$ cat config.mk
export PLATFORM = sky130hd
export DESIGN_NAME = sha1_stream_hash
export DESIGN_NICKNAME = d
export VERILOG_FILES = /design/src/rtl/sha1s_pkg.sv /design/src/rtl/sha1s_round.sv /design/src/rtl/sha1_stream_hash.sv
export SDC_FILE = /design/constraint.sdc
export NUM_CORES = 2
export LEC_CHECK = 0
export BUFFER_PORTS_ARGS = -buffer_cell sky130_fd_sc_hd__buf_2
export CAP_MARGIN = 20
export CELL_PAD_IN_SITES_DETAIL_PLACEMENT = 2
export CELL_PAD_IN_SITES_GLOBAL_PLACEMENT = 2
export CORE_AREA = 3 3 345 518
export CTS_BUF_LIST = sky130_fd_sc_hd__clkbuf_4
export DETAILED_ROUTE_END_ITERATION = 8
export DIE_AREA = 0 0 348 521
export PLACE_DENSITY = 0.75
export SYNTH_ARGS = -nofsm -noshare
export SYNTH_HDL_FRONTEND = slang
export SYNTH_SLANG_ARGS = --single-unit
$ cat constraint.sdc
create_clock -name i_clk -period 13.39 [get_ports i_clk]
set_input_delay 1.339 -clock i_clk [delete_from_list [all_inputs] [get_ports i_clk]]
set_output_delay 1.339 -clock i_clk [all_outputs]
set_load 0.01 [all_outputs]
$ cat src/rtl/sha1s_pkg.sv
`default_nettype none
package sha1s_pkg;

    // item kinds on the input tuser
    localparam logic [1:0] KIND_BYTE  = 2'd0;
    localparam logic [1:0] KIND_FINAL = 2'd1;
    localparam logic [1:0] KIND_END   = 2'd2;

    localparam logic [6:0] LAST_ROUND = 7'd79;
    localparam logic [2:0] LAST_WORD  = 3'd4;
    localparam logic [5:0] LEN_POS    = 6'd56;
    localparam logic [5:0] END_POS    = 6'd63;
    localparam logic [7:0] PAD_BYTE   = 8'h80;

    localparam logic [31:0] K_R0 = 32'h5A827999;
    localparam logic [31:0] K_R1 = 32'h6ED9EBA1;
    localparam logic [31:0] K_R2 = 32'h8F1BBCDC;
    localparam logic [31:0] K_R3 = 32'hCA62C1D6;

    typedef struct packed {
        logic [31:0] a;
        logic [31:0] b;
        logic [31:0] c;
        logic [31:0] d;
        logic [31:0] e;
    } t_work;

    localparam t_work SHA1_IV = '{
        a: 32'h67452301,
        b: 32'hEFCDAB89,
        c: 32'h98BADCFE,
        d: 32'h10325476,
        e: 32'hC3D2E1F0
    };

    // message schedule window, word 0 is the oldest (most significant)
    typedef logic [0:15][31:0] t_blk;

    typedef enum logic [2:0] {
        ST_IDLE,
        ST_ROUND,
        ST_FOLD,
        ST_PAD,
        ST_OUT
    } t_state;

endpackage
`default_nettype wire

$ cat src/rtl/sha1s_round.sv
`default_nettype none
module sha1s_round (
    input  logic [6:0]         i_round,
    input  sha1s_pkg::t_work   i_work,
    input  logic [31:0]        i_w,
    output sha1s_pkg::t_work   o_work
);
    import sha1s_pkg::*;

    logic [31:0] f;
    logic [31:0] k;
    logic [31:0] t;

    always_comb begin
        if (i_round < 7'd20) begin
            f = (i_work.b & i_work.c) | (~i_work.b & i_work.d);
            k = K_R0;
        end else if (i_round < 7'd40) begin
            f = i_work.b ^ i_work.c ^ i_work.d;
            k = K_R1;
        end else if (i_round < 7'd60) begin
            f = (i_work.b & i_work.c) | (i_work.b & i_work.d) | (i_work.c & i_work.d);
            k = K_R2;
        end else begin
            f = i_work.b ^ i_work.c ^ i_work.d;
            k = K_R3;
        end
        t = {i_work.a[26:0], i_work.a[31:27]} + f + i_work.e + i_w + k;
        o_work.a = t;
        o_work.b = i_work.a;
        o_work.c = {i_work.b[1:0], i_work.b[31:2]};
        o_work.d = i_work.c;
        o_work.e = i_work.d;
    end

endmodule
`default_nettype wire

$ cat src/rtl/sha1_stream_hash.sv
`default_nettype none
// Channel   Dir  Fields (low bit up)                     Handshake
// s_axis    in   tdata: byte_value[7:0]                   tvalid/tready
//                tuser: kind[1:0]
// m_axis    out  tdata: digest_word[31:0]                 tvalid/tready
//                tuser: word_index[2:0], tlast: last
//
// A message byte is accepted while idle. The 64th byte of a block starts
// a compression: 80 rounds on the single shared round unit, then a fold of
// the working words into the chaining words.
// End of message: padding (9 to 72 bytes) goes in one byte per cycle, paused
// by one or two compressions, then five digest words, one per accepted item.
// Reset is synchronous, active low; chaining words return to the initial values.
// Input is not ready during rounds, the fold, padding or digest output; a stalled
// digest word holds until taken.
module sha1_stream_hash (
    input  logic        i_clk,
    input  logic        i_rst_n,
    input  logic        s_axis_tvalid,
    output logic        s_axis_tready,
    input  logic [7:0]  s_axis_tdata,   // byte_value[7:0]
    input  logic [1:0]  s_axis_tuser,   // kind[1:0]
    output logic        m_axis_tvalid,
    input  logic        m_axis_tready,
    output logic [31:0] m_axis_tdata,   // digest_word[31:0]
    output logic [2:0]  m_axis_tuser,   // word_index[2:0]
    output logic        m_axis_tlast
);
    import sha1s_pkg::*;

    t_state      r_state, n_state;
    t_blk        r_blk, n_blk;
    t_work       r_chain, n_chain;
    t_work       r_work, n_work;
    logic [5:0]  r_pos, n_pos;
    logic [63:0] r_bit_len, n_bit_len;
    logic [6:0]  r_round, n_round;
    logic        r_finish, n_finish;       // message end seen, padding pending
    logic        r_pad_first, n_pad_first; // next pad byte is 0x80
    logic        r_len_phase, n_len_phase; // length bytes going in
    logic        r_final_blk, n_final_blk; // compression under way is the last
    logic [2:0]  r_out_idx, n_out_idx;

    logic        in_acc;
    logic        out_acc;
    logic        out_done;
    logic        put_en;
    logic [7:0]  put_byte;
    logic [7:0]  pad_byte;
    logic [7:0]  len_byte;
    logic        wrap;
    logic        is_byte;
    logic        is_end;
    logic [31:0] w_new;
    logic [31:0] w_mix;
    logic [511:0] shifted;
    t_work       round_out;

    sha1s_round u_round (
        .i_round (r_round),
        .i_work  (r_work),
        .i_w     (r_blk[0]),
        .o_work  (round_out)
    );

    assign in_acc   = s_axis_tvalid & s_axis_tready;
    assign out_acc  = m_axis_tvalid & m_axis_tready;
    assign out_done = out_acc && (r_out_idx == LAST_WORD);
    assign is_byte  = (s_axis_tuser == KIND_BYTE) || (s_axis_tuser == KIND_FINAL);
    assign is_end   = (s_axis_tuser == KIND_FINAL) || (s_axis_tuser == KIND_END);

    // length bytes at slots 56..63, most significant first
    assign len_byte = 8'(r_bit_len >> {~r_pos[2:0], 3'b000});
    assign pad_byte = r_pad_first ? PAD_BYTE :
                      (r_len_phase || (r_pos == LEN_POS)) ? len_byte : 8'h00;

    assign wrap    = put_en && (r_pos == END_POS);
    assign w_mix   = r_blk[13] ^ r_blk[8] ^ r_blk[2] ^ r_blk[0];
    assign w_new   = {w_mix[30:0], w_mix[31]};
    // oldest byte drops out, new byte enters at the bottom
    assign shifted = {r_blk[0][23:0], r_blk[1:15], put_byte};

    // next state
    always_comb begin
        n_state = r_state;
        case (r_state)
            ST_IDLE: begin
                if (in_acc) begin
                    case (s_axis_tuser)
                        KIND_BYTE:  n_state = wrap ? ST_ROUND : ST_IDLE;
                        KIND_FINAL: n_state = wrap ? ST_ROUND : ST_PAD;
                        KIND_END:   n_state = ST_PAD;
                        default:    n_state = ST_IDLE;
                    endcase
                end
            end
            ST_ROUND: begin
                if (r_round == LAST_ROUND) n_state = ST_FOLD;
            end
            ST_FOLD: begin
                n_state = r_final_blk ? ST_OUT : (r_finish ? ST_PAD : ST_IDLE);
            end
            ST_PAD: begin
                if (wrap) n_state = ST_ROUND;
            end
            ST_OUT: begin
                if (out_done) n_state = ST_IDLE;
            end
            default: n_state = ST_IDLE;
        endcase
    end

    // outputs and strobes
    always_comb begin
        s_axis_tready = 1'b0;
        m_axis_tvalid = 1'b0;
        put_en        = 1'b0;
        put_byte      = s_axis_tdata;
        case (r_state)
            ST_IDLE: begin
                s_axis_tready = 1'b1;
                put_en        = in_acc && is_byte;
            end
            ST_PAD: begin
                put_en   = 1'b1;
                put_byte = pad_byte;
            end
            ST_OUT: begin
                m_axis_tvalid = 1'b1;
            end
            default: begin
                put_en = 1'b0;
            end
        endcase
        case (r_out_idx)
            3'd0:    m_axis_tdata = r_chain.a;
            3'd1:    m_axis_tdata = r_chain.b;
            3'd2:    m_axis_tdata = r_chain.c;
            3'd3:    m_axis_tdata = r_chain.d;
            default: m_axis_tdata = r_chain.e;
        endcase
        m_axis_tuser = r_out_idx;
        m_axis_tlast = (r_out_idx == LAST_WORD);
    end

    // datapath next values
    always_comb begin
        n_blk       = r_blk;
        n_chain     = r_chain;
        n_work      = r_work;
        n_pos       = r_pos;
        n_bit_len   = r_bit_len;
        n_round     = r_round;
        n_finish    = r_finish;
        n_pad_first = r_pad_first;
        n_len_phase = r_len_phase;
        n_final_blk = r_final_blk;
        n_out_idx   = r_out_idx;

        if (put_en) begin
            n_blk = shifted;
            n_pos = r_pos + 6'd1;
        end
        if (wrap) n_work = r_chain;

        case (r_state)
            ST_IDLE: begin
                if (in_acc && is_byte) n_bit_len = r_bit_len + 64'd8;
                if (in_acc && is_end) begin
                    n_finish    = 1'b1;
                    n_pad_first = 1'b1;
                end
            end
            ST_ROUND: begin
                n_blk   = {r_blk[1:15], w_new};
                n_work  = round_out;
                n_round = (r_round == LAST_ROUND) ? 7'd0 : r_round + 7'd1;
            end
            ST_FOLD: begin
                n_chain.a = r_chain.a + r_work.a;
                n_chain.b = r_chain.b + r_work.b;
                n_chain.c = r_chain.c + r_work.c;
                n_chain.d = r_chain.d + r_work.d;
                n_chain.e = r_chain.e + r_work.e;
            end
            ST_PAD: begin
                n_pad_first = 1'b0;
                n_len_phase = r_len_phase | (!r_pad_first && (r_pos == LEN_POS));
                if (wrap && r_len_phase) n_final_blk = 1'b1;
            end
            ST_OUT: begin
                if (out_acc) n_out_idx = r_out_idx + 3'd1;
                if (out_done) begin
                    n_out_idx   = 3'd0;
                    n_chain     = SHA1_IV;
                    n_bit_len   = 64'd0;
                    n_finish    = 1'b0;
                    n_len_phase = 1'b0;
                    n_final_blk = 1'b0;
                end
            end
            default: begin
                n_out_idx = r_out_idx;
            end
        endcase
    end

    always_ff @(posedge i_clk) begin
        if (!i_rst_n) begin
            r_state     <= ST_IDLE;
            r_chain     <= SHA1_IV;
            r_work      <= '0;
            r_pos       <= 6'd0;
            r_bit_len   <= 64'd0;
            r_round     <= 7'd0;
            r_finish    <= 1'b0;
            r_pad_first <= 1'b0;
            r_len_phase <= 1'b0;
            r_final_blk <= 1'b0;
            r_out_idx   <= 3'd0;
        end else begin
            r_state     <= n_state;
            r_chain     <= n_chain;
            r_work      <= n_work;
            r_pos       <= n_pos;
            r_bit_len   <= n_bit_len;
            r_round     <= n_round;
            r_finish    <= n_finish;
            r_pad_first <= n_pad_first;
            r_len_phase <= n_len_phase;
            r_final_blk <= n_final_blk;
            r_out_idx   <= n_out_idx;
        end
    end

    // block words: payload only, every slot is written before it is used
    always_ff @(posedge i_clk) begin
        r_blk <= n_blk;
    end

endmodule
`default_nettype wire

Word-level counts from Yosys, hierarchy flattened --
Cells that the tools add are included.
Operators by class: shift-type cells 1, muxes and demuxes 42, equal/unequal tests 20, magnitude comparators 3, bitwise operators 17, reduce and logical (&&, ||, !) cells 28, $add $sub $neg 13
Operator list (count):
- 2-to-1 mux 512 bit | 2
- 2-to-1 mux 160 bit | 3
- one-hot mux 160 bit (2 select lines) | 1
- adder 32 bit | 9
- 2-to-1 mux 32 bit | 5
- bitwise XOR 32 bit | 5
- bitwise AND 32 bit | 4
- 2-to-1 mux 64 bit | 2
- one-hot mux 32 bit (4 select lines) | 1
- one-hot mux 64 bit (2 select lines) | 1
- bitwise OR 32 bit | 3
- adder 64 x 4 -> 64 bit (second input constant) | 1
- >> shifter 64 x 6 -> 8 bit | 1
- inverter 32 bit | 1
- 2-to-1 mux 31 bit | 1
- 2-to-1 mux 8 bit | 3
- 2-to-1 mux 3 bit | 7
- one-hot mux 3 bit (5 select lines) | 1
- less-than comparator 7 x 6 -> 1 bit (second input constant) | 2
- != test 2 bit (second input constant) | 7
- nonzero test 2 bit | 7
- equality test 3 x 2 -> 1 bit (second input constant) | 4
- equality test 6 bit (second input constant) | 2
- one-hot mux 1 bit (2 select lines) | 5
- other kinds (24) | 46
Storage, ports and cells: output and inout bits 38, logic and storage cells 159, bits in registers 919

Longest topological paths before layout --
depth after elaboration 11, mapped depth 23, mapped depth without buffers 21

Modules after synthesis --
Synthesis repeated with hierarchy kept, for this count alone.
Second synthesis, totals: cells, all modules 6011, area total of the unflattened synthesis 54494.8 µm²
Modules (own cells, without submodules):
- sha1_stream_hash | area an instance 47885.9 µm², instances 1, cells each 5230
- sha1s_round | area an instance 6608.8 µm², instances 1, cells each 781

Worst setup path after synthesis --
No wires, ideal clock.
path type input to register, start point input port s_axis_tuser[1], end point register r_blk[0] in the netlist's numbering (enable), slack -383 ps, library setup time 3625 ps, data required time 9765 ps, data arrival time 10148 ps, stages on the path 5, path through inv_1 > ha_1 > o21ai_1 > or2_2 > nand2_1
Between the ends: word-level cells in the longest chain between the ends 5, elaborated cells on any way between the ends 6, those cells by class 1 x eq/ne; 1 x mux; 4 x reduce/logical
RTL lines:
- start, declared | RTL line sha1_stream_hash.sv:22 | input logic [1:0] s_axis_tuser,
- equality test 2 x 1 -> 1 bit or zero test 2 bit (tied branches) | RTL line sha1_stream_hash.sv:69 | assign is_byte = (s_axis_tuser == KIND_BYTE) || (s_axis_tuser == KIND_FINAL);
- logical OR 1 bit * | RTL line sha1_stream_hash.sv:69
- logical AND 1 bit * | RTL line sha1_stream_hash.sv:122 | put_en = in_acc && is_byte;
- one-hot mux 1 bit (2 select lines) * | RTL line sha1_stream_hash.sv:119 | case (r_state)
- nonzero test 2 bit (no source line) *
- end signal, assigned | RTL line sha1_stream_hash.sv:238 | r_blk <= n_blk;
- end, declared | RTL line sha1_stream_hash.sv:32 | t_blk r_blk, n_blk;
Mark *: on every way between the ends. The rest lies on a longest branch, timed or not. A chain may end at the register's enable or synchronous reset.

Worst setup path after layout --
start point register r_out_idx[2], in the netlist m_axis_tuser[2], end point output port m_axis_tdata[31]
Between the ends: word-level cells in the longest chain between the ends 2, elaborated cells on any way between the ends 5, those cells by class 3 x eq/ne; 1 x mux; 1 x reduce/logical
RTL lines:
- start, declared | RTL line sha1_stream_hash.sv:42 | logic [2:0] r_out_idx, n_out_idx;
- start signal, assigned | RTL line sha1_stream_hash.sv:232 | r_out_idx <= n_out_idx;
- equality test 3 x 2 -> 1 bit, or another cell as far along | RTL line sha1_stream_hash.sv:135 | case (r_out_idx)
- one-hot mux 32 bit (4 select lines) * | RTL line sha1_stream_hash.sv:135
- end, declared | RTL line sha1_stream_hash.sv:25 | output logic [31:0] m_axis_tdata,
Marks and branches as above.

==> flow_summary.json <==
{
  "power_frac_clock_pct": 21.7,
  "yosys.area.top_type": "sky130_fd_sc_hd__edfxtp_1",
  "number_of_filler_cells_placed_in_the_layout": 19686,
  "comb_power_share_pct": 41.7,
  "dp_worst_setup_slack_ps": 7526,
  "endpoint_of_the_worst_register_to_register_path": "r_work[157]$_SDFFE_PN0P_",
  "nets": 6307,
  "finalHoldViolations": 0,
  "synthesis.area_sq_um": 52300,
  "p_leak_nw": 24.45,
  "rsz0062_at_grt": "no",
  "yosys_warnings": 0,
  "antenna_found_initial": 4,
  "detail_route.wl_per_cell_um": 22.89,
  "first_global_vias": 49457,
  "synth_seq_cells": 916,
  "die_area_sq_um": 181300,
  "cts.sink_count": 916,
  "timing.rr.start": "r_round[4]$_SDFFE_PN0P_",
  "seq_power_share_pct": 36.7,
  "tritoncts_clock_tree": "done",
  "synth.cells.most_frequent": "1,805 x sky130_fd_sc_hd__nand2_1, 512 x sky130_fd_sc_hd__edfxtp_1, 434 x sky130_fd_sc_hd__nor2_1",
  "postRouteAntennaNets": 0,
  "wl_mm": 193.5,
  "grt.overflow.total": 0,
  "final_area_sq_um": 58060,
  "final_core_utilization_pct": 33.22,
  "fmaxAchievable_ghz": 0.1673,
  "num_vias": 44495,
  "finalHoldWorstSlack_ps": 391.0,
  "totalNegativeSetupSlack_ps": 0,
  "vdd_drop_max_v": 0.0001039,
  "worst_pin_slew_ps": 1111,
  "synthesis.instances": 5913,
  "htree_num_levels": 4,
  "post_cts_buffers": 0,
  "worstSetupPathType": "flip-flop to output port",
  "worstHoldStart": "m_axis_tready",
  "storage_cell_area_sq_um": 23460,
  "placement.io_buffers": 51,
  "slew_headroom_pct": 25.30,
  "place.detailed.instances": 8000,
  "grt_util_all_layers_pct": 21.00,
  "placed_cell_area_sq_um": 54850,
  "core_region_area_sq_um": 174800,
  "clk_transition_reported_paths_ps": 70,
  "synth-async-reset-ratio_pct": 0,
  "finalSetupViolCount": 0,
  "period_needed_ps": 5978,
  "reg2reg_setup_slack_ps": 7470,
  "routabilityCongestion": 0.8914,
  "drtIter0Drc": 2335,
  "p_switching_mw": 5.117,
  "initial_core_utilization_pct": 29.93,
  "crit_chain": "inv_1, ha_1, buf_4, or4_2, buf_4, buf_4, a31oi_1, buf_2",
  "dominantRegCellSynth": "sky130_fd_sc_hd__edfxtp_1",
  "ctsLongestPathBuffers": 3,
  "worst_r2r_path_depth": 23,
  "power_density_nw_per_um2": 208.5,
  "yosysSeqAreaShare_pct": 44.86,
  "layout-area-overhead-vs-synth_pct": 11.01,
  "cap_violations": 0,
  "chipHeight_um": 521,
  "vias_per_cell": 5.266,
  "status": "completed",
  "critical_path.most_common_cell": "sky130_fd_sc_hd__buf_4",
  "filler_free_cell_count_of_the_finished_design": 8450,
  "slew_violations": 0,
  "tritoncts.num_buffers": 240,
  "first_pass_iters": 5,
  "synth_edf_count": 512,
  "residual_drc_count": 0,
  "largest_net_degree_at_the_start_of_global_routing": 222,
  "power_switching_share_pct": 42.28,
  "post-synth-top-area-fraction_pct": 29.40,
  "synth_nets": 6257,
  "design.portCount": 52,
  "fin_total_pwr_mw": 12.10,
  "synth_top_cells_by_area": "sky130_fd_sc_hd__edfxtp_1 29%, sky130_fd_sc_hd__dfxtp_1 15%, sky130_fd_sc_hd__nand2_1 13%",
  "grt_pass1_wl_mm": 295.6,
  "yosys.cell_types.count": 85,
  "worst_hold_path_type": "input port to flip-flop",
  "crit_path_max_incr_delay_ps": 730,
  "fin_crit_sh_pct": 44.65,
  "p_int_mw": 6.986,
  "synth.most_common_cell": "sky130_fd_sc_hd__nand2_1",
  "timing.hold.worst_endpoint": "m_axis_tuser[2]$_SDFFE_PN0P_",
  "drive_above_1_share_pct": 9.067,
  "clk-insertion-delay-late_ps": 1290,
  "syn-mean-instance-area_sq_um": 8.845,
  "fin_worst_skew_ps": 111.1,
  "arrival_ps": 4640,
  "clk_root_buffer_cell": "sky130_fd_sc_hd__clkbuf_4",
  "cp_slowest_cell": "sky130_fd_sc_hd__or4_2",
  "num_rows": 188,
  "crit_required_ps": 12050,
  "combined_area_of_the_multi_input_logic_cells_sq_um": 26690,
  "worst_slack_setup_final_ps": 7412,
  "holdPathStages": 2,
  "die_width_um": 348,
  "dp_hpwl_mm": 136.1,
  "critical_path_end_type": "output port",
  "worstSetupStartpointType": "flip-flop",
  "holdBufCountCts": 0,
  "cp_max_fo": 38,
  "cts_resized": 0
}
## critical path, delay by kind of cell, from the launching register on
| family | cells | cell delay [ps] |
|---|---|---|
| AOI/OAI and AO/OA | 1 | 580 |
| adders and majority gates | 1 | 200 |
| buffers and inverters | 5 | 1250 |
| DFF | 1 | 560 |
| and+or+nand+nor | 1 | 730 |
## state kept, by name, indices dropped and copies added (netlist names)
signal	flops
r_chain	160
r_pad_first	1
r_len_phase	1
r_blk	512
r_finish	1
r_pos	6
r_state	3
r_final_blk	1
r_work	160
r_round	7
m_axis_tuser	3
r_bit_len	61
## metal layers
metal	up-vias	track usage [%]	part of all wire, %	wire length (um)
li1	20501	-	-	-
met1	22656	21.91	38	73210
met2	848	39.46	53	102400
met3	488	3.110	3.0	5885
met4	2	12.71	6.2	11960
met5	-	0	0.0072	14
## logic make-up after synthesis
family | count (synthesis) | synth area share [%]
muxes | 108 | 2.383
adders and majority gates | 330 | 9.574
DFF | 916 | 44.86
buffers and inverters | 594 | 4.289
and+or+nand+nor | 2579 | 20.04
xor gates and xnor gates | 317 | 5.308
AOI/OAI and AO/OA | 1069 | 13.55
## worst max-delay path by stage
stage / from / end / slack (ps) / depth (start not counted)
6_report: m_axis_tuser[2]$_SDFFE_PN0P_ / m_axis_tdata[31] / 7410 / 8
5_1_grt: r_round[3]$_SDFFE_PN0P_ / r_work[157]$_SDFFE_PN0P_ / 7200 / 23
4_1_cts: m_axis_tuser[2]$_SDFFE_PN0P_ / m_axis_tdata[31] / 7230 / 8
3_5_place_dp: r_round[3]$_SDFFE_PN0P_ / r_work[157]$_SDFFE_PN0P_ / 7530 / 19
3_3_place_gp: r_round[4]$_SDFFE_PN0P_ / r_work[157]$_SDFFE_PN0P_ / 7730 / 23
2_1_floorplan: s_axis_tuser[1] / r_blk[0]$_DFFE_PP_ / 4770 / 5
## area by class of cell
class | count | share of cell area [%]
Antenna cell | 5 | 0.02155
Clock buffer | 372 | 4.810
Clock inverter | 72 | 0.6874
Inverter | 292 | 1.901
Multi-Input combinational cell | 4403 | 45.97
Sequential cell | 916 | 40.41
Tap cell | 2280 | 4.913
Timing Repair Buffer | 110 | 1.286
## power groups by stage
| stage | registers, mW | clock network (mW) | logic [mW] |
|---|---|---|---|
| after global routing | 4.51 | 2.88 | 5.64 |
| after CTS | 4.44 | 2.75 | 5.09 |
| after floorplan | 4.32 | 0 | 3.55 |
| final | 4.44 | 2.62 | 5.04 |
| after global placement | 4.46 | 0 | 4.81 |
| after detailed placement | 4.49 | 0 | 5.04 |
## layout by cell type, fill, tap and decap left out, drive strengths merged, types with 7 or more instances in the layout
cell / Yosys / routed
and4: 9 / 9
nand2: 1805 / 1805
edfxtp: 512 / 512
a21o: 90 / 90
nor3b: 14 / 14
xnor2: 205 / 205
nand2b: 27 / 27
nor2: 437 / 437
a211oi: 77 / 77
o22ai: 35 / 35
o211ai: 16 / 16
nor2b: 30 / 30
or3: 26 / 26
ha: 213 / 213
clkinv: 0 / 59
clkbuf: 275 / 372
o21ai: 200 / 200
nor3: 46 / 46
a311oi: 90 / 90
or2: 7 / 7
inv: 292 / 299
dfxtp: 404 / 404
a21oi: 246 / 246
and2: 10 / 10
fa: 117 / 117
xor2: 112 / 112
and3: 33 / 33
o221ai: 18 / 18
o21a: 25 / 25
a21boi: 7 / 7
a22oi: 86 / 86
mux2i: 93 / 93
mux4: 13 / 13
a31oi: 55 / 55
nand4: 21 / 21
o31ai: 16 / 16
a221oi: 22 / 22
buf: 27 / 110
o21bai: 29 / 29
nand3: 95 / 95
Note: power is estimated with default switching activity, not from simulation.
